$ cat src/rtl/core/btlb_pkg.sv
// shared types and constants for the bracket store block
// no dependencies
`default_nettype none

package btlb_pkg;

	localparam int LEN_W  = 11;
	localparam int KIND_W = 2;

	localparam logic [LEN_W-1:0] LEN_RESET = 11'd1024;

	typedef enum logic [KIND_W-1:0] {
		KIND_WRITE = 2'd0,
		KIND_FLIP  = 2'd1,
		KIND_QUERY = 2'd2,
		KIND_NONE  = 2'd3
	} kind_t;

	typedef enum logic [2:0] {
		S_CLEAR,
		S_IDLE,
		S_FLIP,
		S_SCAN,
		S_DONE
	} state_t;

endpackage

`default_nettype wire

$ cat src/rtl/core/bracket_toggle_longest_balanced.sv
// bracket store with write, flip and longest balanced run query
// depends on btlb_pkg
//
//   channel | direction | handshake            | word
//   cfg     | in        | cfg_valid/cfg_ready  | cfg_data (length_in_use)
//   in      | in        | in_valid/in_stall    | kind, position, bracket_value
//   out     | out       | out_valid/out_stall  | match_length, bad_position
//
// write, bad position and unused kind go from idle straight to done; flip
// writes the read bracket back inverted in a flip state; query scans from
// position to the in-use length (at most MAX_LEN), one store read per cycle
// after reset a clearing pass zeroes all MAX_LEN entries before the first word
// the result register frees the input side while out_stall is high
`default_nettype none

module bracket_toggle_longest_balanced #(
	parameter int MAX_LEN = 1024
) (
	input  wire logic                        clk,
	input  wire logic                        arst_n,
	input  wire logic                        cfg_valid,
	output logic                             cfg_ready,
	input  wire logic [btlb_pkg::LEN_W-1:0]  cfg_data,
	input  wire logic                        in_valid,
	output logic                             in_stall,
	input  wire logic [btlb_pkg::KIND_W-1:0] kind,
	input  wire logic [btlb_pkg::LEN_W-1:0]  position,
	input  wire logic                        bracket_value,
	output logic                             out_valid,
	input  wire logic                        out_stall,
	output logic [btlb_pkg::LEN_W-1:0]       match_length,
	output logic                             bad_position
);

	localparam int AW = (MAX_LEN > 1) ? $clog2(MAX_LEN) : 1;
	localparam int LW = $clog2(MAX_LEN + 1);
	localparam int CW = (LW > btlb_pkg::LEN_W) ? LW : btlb_pkg::LEN_W;

	btlb_pkg::state_t state_q, state_d;

	logic [btlb_pkg::LEN_W-1:0] len_q;

	logic          mem [MAX_LEN];
	logic          rd_q;
	logic [AW-1:0] rd_addr;
	logic          we;
	logic [AW-1:0] wa;
	logic          wd;

	logic [AW-1:0] clr_q, clr_d;
	logic [AW-1:0] addr_q, addr_d;
	logic [CW-1:0] rem_q, rem_d;
	logic [CW-1:0] cnt_q, cnt_d;
	logic [CW-1:0] best_q, best_d;
	logic signed [CW:0] bal_q, bal_d;
	logic          res_bad_q, res_bad_d;

	logic                       out_valid_q;
	logic [btlb_pkg::LEN_W-1:0] match_q;
	logic                       bad_q;
	logic                       out_load;

	logic [CW-1:0] pos_w;
	logic [CW-1:0] len_w;
	logic [CW-1:0] live_w;
	logic [CW-1:0] pos_m1;
	logic          pos_ok;
	logic          out_free;
	logic signed [CW:0] step;
	logic [CW-1:0] cnt_inc;

	assign cfg_ready    = 1'b1;
	assign out_valid    = out_valid_q;
	assign match_length = match_q;
	assign bad_position = bad_q;

	assign pos_w    = CW'(position);
	assign len_w    = CW'(len_q);
	assign live_w   = (len_w > CW'(MAX_LEN)) ? CW'(MAX_LEN) : len_w;
	assign pos_m1   = pos_w - CW'(1);
	assign pos_ok   = (pos_w != '0) && (pos_w <= live_w);
	assign out_free = !out_valid_q || !out_stall;
	assign step     = rd_q ? (bal_q + (CW+1)'(1)) : (bal_q - (CW+1)'(1));
	assign cnt_inc  = cnt_q + CW'(1);

	always_comb begin
		state_d   = state_q;
		in_stall  = 1'b1;
		rd_addr   = addr_q;
		we        = 1'b0;
		wa        = addr_q;
		wd        = 1'b0;
		clr_d     = clr_q;
		addr_d    = addr_q;
		rem_d     = rem_q;
		cnt_d     = cnt_q;
		best_d    = best_q;
		bal_d     = bal_q;
		res_bad_d = res_bad_q;
		out_load  = 1'b0;
		case (state_q)
			btlb_pkg::S_CLEAR: begin
				we    = 1'b1;
				wa    = clr_q;
				wd    = 1'b0;
				clr_d = clr_q + AW'(1);
				if (clr_q == AW'(MAX_LEN - 1)) begin
					state_d = btlb_pkg::S_IDLE;
				end
			end
			btlb_pkg::S_IDLE: begin
				in_stall = 1'b0;
				rd_addr  = pos_m1[AW-1:0];
				if (in_valid) begin
					addr_d    = pos_m1[AW-1:0];
					rem_d     = live_w - pos_m1;
					cnt_d     = '0;
					best_d    = '0;
					bal_d     = '0;
					res_bad_d = 1'b0;
					state_d   = btlb_pkg::S_DONE;
					case (kind)
						btlb_pkg::KIND_WRITE: begin
							if (pos_ok) begin
								we = 1'b1;
								wa = pos_m1[AW-1:0];
								wd = bracket_value;
							end else begin
								res_bad_d = 1'b1;
							end
						end
						btlb_pkg::KIND_FLIP: begin
							if (pos_ok) begin
								state_d = btlb_pkg::S_FLIP;
							end else begin
								res_bad_d = 1'b1;
							end
						end
						btlb_pkg::KIND_QUERY: begin
							if (pos_ok) begin
								state_d = btlb_pkg::S_SCAN;
							end else begin
								res_bad_d = 1'b1;
							end
						end
						default: begin
						end
					endcase
				end
			end
			btlb_pkg::S_FLIP: begin
				we      = 1'b1;
				wa      = addr_q;
				wd      = ~rd_q;
				state_d = btlb_pkg::S_DONE;
			end
			btlb_pkg::S_SCAN: begin
				rd_addr = addr_q + AW'(1);
				addr_d  = addr_q + AW'(1);
				bal_d   = step;
				cnt_d   = cnt_inc;
				rem_d   = rem_q - CW'(1);
				if (step == '0) begin
					best_d = cnt_inc;
				end
				// stop when balance drops below start or string ends
				if (step[CW] || rem_q == CW'(1)) begin
					state_d = btlb_pkg::S_DONE;
				end
			end
			btlb_pkg::S_DONE: begin
				if (out_free) begin
					out_load = 1'b1;
					state_d  = btlb_pkg::S_IDLE;
				end
			end
			default: begin
				state_d = btlb_pkg::S_IDLE;
			end
		endcase
	end

	always_ff @(posedge clk or negedge arst_n) begin
		if (!arst_n) begin
			state_q <= btlb_pkg::S_CLEAR;
		end else begin
			state_q <= state_d;
		end
	end

	always_ff @(posedge clk or negedge arst_n) begin
		if (!arst_n) begin
			len_q       <= btlb_pkg::LEN_RESET;
			clr_q       <= '0;
			out_valid_q <= 1'b0;
		end else begin
			if (cfg_valid) begin
				len_q <= cfg_data;
			end
			clr_q <= clr_d;
			if (out_load) begin
				out_valid_q <= 1'b1;
			end else if (out_valid_q && !out_stall) begin
				out_valid_q <= 1'b0;
			end
		end
	end

	always_ff @(posedge clk) begin
		addr_q    <= addr_d;
		rem_q     <= rem_d;
		cnt_q     <= cnt_d;
		best_q    <= best_d;
		bal_q     <= bal_d;
		res_bad_q <= res_bad_d;
		if (out_load) begin
			match_q <= best_q[btlb_pkg::LEN_W-1:0];
			bad_q   <= res_bad_q;
		end
	end

	always_ff @(posedge clk) begin
		if (we) begin
			mem[wa] <= wd;
		end
		rd_q <= mem[rd_addr];
	end

endmodule

`default_nettype wire

$ cat config.mk
export PLATFORM = sky130hd
export DESIGN_NAME = bracket_toggle_longest_balanced
export DESIGN_NICKNAME = d
export VERILOG_FILES = /design/src/rtl/core/btlb_pkg.sv /design/src/rtl/core/bracket_toggle_longest_balanced.sv
export SDC_FILE = /design/constraint.sdc
export NUM_CORES = 2
export LEC_CHECK = 0
export BUFFER_PORTS_ARGS = -buffer_cell sky130_fd_sc_hd__buf_2
export CAP_MARGIN = 20
export CORE_ASPECT_RATIO = 1.1
export CORE_MARGIN = 5
export CORE_UTILIZATION = 50
export CTS_CLUSTER_SIZE = 30
export DETAILED_ROUTE_END_ITERATION = 8
export PLACE_DENSITY = 0.65
export SLEW_MARGIN = 5
export SYNTH_ARGS = -nofsm -noshare
export SYNTH_HDL_FRONTEND = slang
export SYNTH_SLANG_ARGS = --single-unit
$ cat constraint.sdc
create_clock -name clk -period 50.6 [get_ports clk]
set_input_delay 5.06 -clock clk [delete_from_list [all_inputs] [get_ports clk]]
set_output_delay 5.06 -clock clk [all_outputs]
set_load 0.005 [all_outputs]
==> summary.md <==
| Metric | Value |
|---|---|
| Outcome | `finished clean` |
| Multi-input gate area | `a little over 20,000 sq um` |
| Hold Path Stages | `0` |
| Buffers plus inverters on the worst setup path | `4` |
| Mapped Nets | `between 4,000 and 5,000` |
| Max rail drop VDD | `between 60 and 70 uV` |
| R2R depth | `15` |
| Area share of the largest cell type after synthesis | `between 50 and 60%` |
| Fmax | `between 0.09 and 0.1 GHz` |
| Most frequent cell after synthesis | `edfxtp_1` |
| Max stage delay cell, worst path | `a211oi_1` |
| CTS resizes | `0` |
| Vias in the first global route | `between 30,000 and 40,000` |
| Area taken by flip-flops and latches | `~33,000 sq um` |
| Period utilisation layout | `about a fifth` |
| DRT Wirelength | `~150,000 um` |
| First-pass GRT wire length | `between 200,000 and 250,000 um` |
| Hold_ws | `0.419 ns` |
| Layout cells sized above 1 | `~18%` |
| Max Root-Sink Buffers | `3` |
| Number of vias per cell | `6.76` |
| FILL cells | `9,414` |
| Asr flop ratio synth | `between 2 and 2.5%` |
| GPL Wtd Cong | `roughly 0.84` |
| Setup crit end kind | `flip-flop` |
| Initial Util | `about half` |
| Area Growth Syn to Fin | `6.92%` |
| Core area | `around 110,000 sq um` |
| IO buf count | `43` |
| Clock-pin slew on the worst setup and hold paths | `approximately 0.060 ns` |
| Hold Violations, Final | `0` |
| Critical path arrival | `about 11 ns` |
| Grt total ovfl | `0` |
| Synth warnings | `0` |
| Final std cells w/o fill | `5,769` |
| Dpl cells | `between 5,000 and 6,000` |
| Post-synth cell types | `80` |
| Die height | `~360 um` |
| Largest net degree at the start of global routing | `~140` |
| Commonest cells post-synth | `1,092 x edfxtp_1, 756 x nor4_1, 421 x nand2_1` |
| Crit path launch type | `input pin` |
| Setup Fix Bufs, Post-CTS | `0` |
| Worst path most repeated cell | `buf_4` |
| Relative slew slack | `20.9%` |
| Ys flop type | `edfxtp_1` |
| Max stage delay on crit path | `0.79 ns` |
| Diodes inserted | `0` |
| Final Critical Period | `10.64 ns` |
| Synth Instances | `approximately 4,500` |
| Syn_area_per_cell | `between 10 and 15 sq um` |
| Wire per inst | `25.7 um` |
| Maxcap violations | `0` |
| CP Class | `input pin to flip-flop` |
| Root Buffer | `clkbuf_16` |
| TritonCTS buffer count | `roughly 120` |
| Hpwl dp | `75,500 um` |
| Sequential-to-total area share from yosys stat | `between 50% and 60%` |
| # DRC | `0` |
| Final worst slack | `39.96 ns` |
| Setup Viol. Count Final | `0` |
| H-tree depth | `3` |
| Tot Pwr | `roughly 0.0037 W` |
| Reg-to-reg slack, setup | `43.92 ns` |
| Mapped Area | `56,700 sq um` |
| CTS tree | `built` |
| Hold Crit Class | `flip-flop to flip-flop` |
| Die Wd | `about 330 um` |
| Synth area leaders | `edfxtp_1 58%, nor4_1 8.3%, nor4_2 7.3%` |
| Yosys reg bits | `about 1,100` |
| CTS sink count | `1,118` |
| Rows | `129` |
| Post-CTS Hold Buffers | `0` |
| DRT iter0 DRCs | `between 4,000 and 5,000` |
| Clk_lat worst skew | `~0.7 ns` |
| Detailed-route via count | `a little under 40,000` |
| Antenna violations before repair | `0` |
| Final Slew Violations | `0` |
| Die ar. | `~120,000 sq um` |
| Critical path depth in cells | `15` |
| Synth area leader | `edfxtp_1` |
| Worst Max-Slew Pin Slew | `approximately 1.2 ns` |
| Pre-CTS WS | `just under 40 ns` |
| CP max FO | `53` |
| Worst Path Required | `approximately 51 ns` |
| Drt first pass iters | `6` |
| Pwr Density | `~61 nW/um^2` |
| Setup TNS | `0 ns` |
| Ports | `45` |
| Leakage power total | `18.2 nW` |
| RSZ-0062 raised after global routing | `no` |
| Overall routing resource usage | `about a quarter` |
| Clock Skew | `~0.032 ns` |
| Worst-path cell chain | `buf_2 > or3_1 > xor2_1 > a221oi_4 > buf_4 > buf_4 > buf_4 > mux4_2 > a21oi_1 > a31oi_1 > nor4_1 > nor4_1 > a211oi_1 > a2bb2oi_1 > o311ai_1` |
| Post-synth EDFFs | `between 1,000 and 1,500` |
| Routed Antenna Nets | `0` |
| Nets | `~4,200` |
| CP top delay family | `buffers and inverters` |
==> layout by cell type, fill, tap and decap left out, types with 16 or more instances in the layout <==
cell | synthesis | routed
nand3_1 | 64 | 48
mux2i_1 | 232 | 232
a21oi_1 | 168 | 167
and3_1 | 28 | 28
xor2_1 | 27 | 27
clkbuf_16 | 0 | 116
nand4_1 | 22 | 22
o211ai_1 | 23 | 23
dfrtp_1 | 24 | 24
ha_1 | 42 | 42
o21ai_0 | 75 | 75
a32oi_1 | 25 | 25
buf_2 | 243 | 43
nor2_1 | 88 | 84
nand2_1 | 421 | 412
a22oi_1 | 23 | 23
mux4_2 | 39 | 39
o22ai_1 | 99 | 99
buf_4 | 36 | 111
xnor2_1 | 33 | 33
nand3_4 | 0 | 16
clkbuf_1 | 226 | 20
clkinv_1 | 1 | 31
nor3_1 | 36 | 33
nor4_1 | 756 | 756
inv_1 | 41 | 41
a221o_1 | 27 | 26
nor4_2 | 330 | 330
edfxtp_1 | 1092 | 1092
clkinv_2 | 0 | 21
==> cell type report <==
cell class / instances / share of cell area [%]
Clock buffer: 136 / 4.91
Clock inverter: 72 / 1.04
Inverter: 43 / 0.266
Multi-Input combinational cell: 2735 / 33.6
Sequential cell: 1118 / 55.2
Tap cell: 1506 / 3.11
Timing Repair Buffer: 159 / 1.93
==> flip-flops by register name (all words and copies together), names as in the netlist <==
signal and flops:
state_q 3, bal_q 12, match_length 11, addr_q 10, res_bad_q 1, bad_position 1
out_valid 1, len_q 11, rem_q 11, clr_q 10, mem 1024, rd_q 1
cnt_q 11, best_q 11
==> report_power, final <==
group	leakage, nW	switching (W)	internal, W
Combinational	5.79	0.00140	0.000397
Sequential	10.7	0.0000188	0.00106
Clock	1.76	0.000362	0.000460
==> layer usage <==
metal	up-vias	part of all wire (%)	GRT usage, %
met3	259	7.3	3.16
met1	19920	41	32.9
met5	-	0	0
li1	17252	-	-
met2	1583	49	40.5
met4	0	2.7	7.13
==> through the flow <==
step | utilization, % | cell area [sq um]
after CTS | 53.8 | 60500
after detailed placement | 50.6 | 56900
after floorplan | - | 56700
after global routing | 53.9 | 60600
final | 53.9 | 60600
after global placement | 50.6 | 56900
==> cells by family (layout without fill, tap and decap cells) <==
group	count (synthesis)	count (layout)	share of synthesized area, %
AND/OR/NAND/NOR	1805	1805	21.3
flip-flops	1118	1118	59.0
buffers and inverters	658	410	5.78
AO/OA/AOI/OAI	541	541	6.13
multiplexers	284	284	5.90
XOR/XNOR	60	60	0.927
adder cells (fa/ha/maj)	44	44	0.998
other	1	1	0.00662
==> path summary, 6_finish.rpt <==
path	end	startpoint
hold reg to reg	match_length[0]	best_q[0]
max in group asynchronous	state_q[2]	arst_n
setup reg to reg	rd_q	state_q[2]
hold / removal	match_length[0]	best_q[0]
min in group asynchronous	clr_q[9]	arst_n
setup / recovery	rd_q	position[0]
No activity file was read; power rests on OpenSTA's default activity.
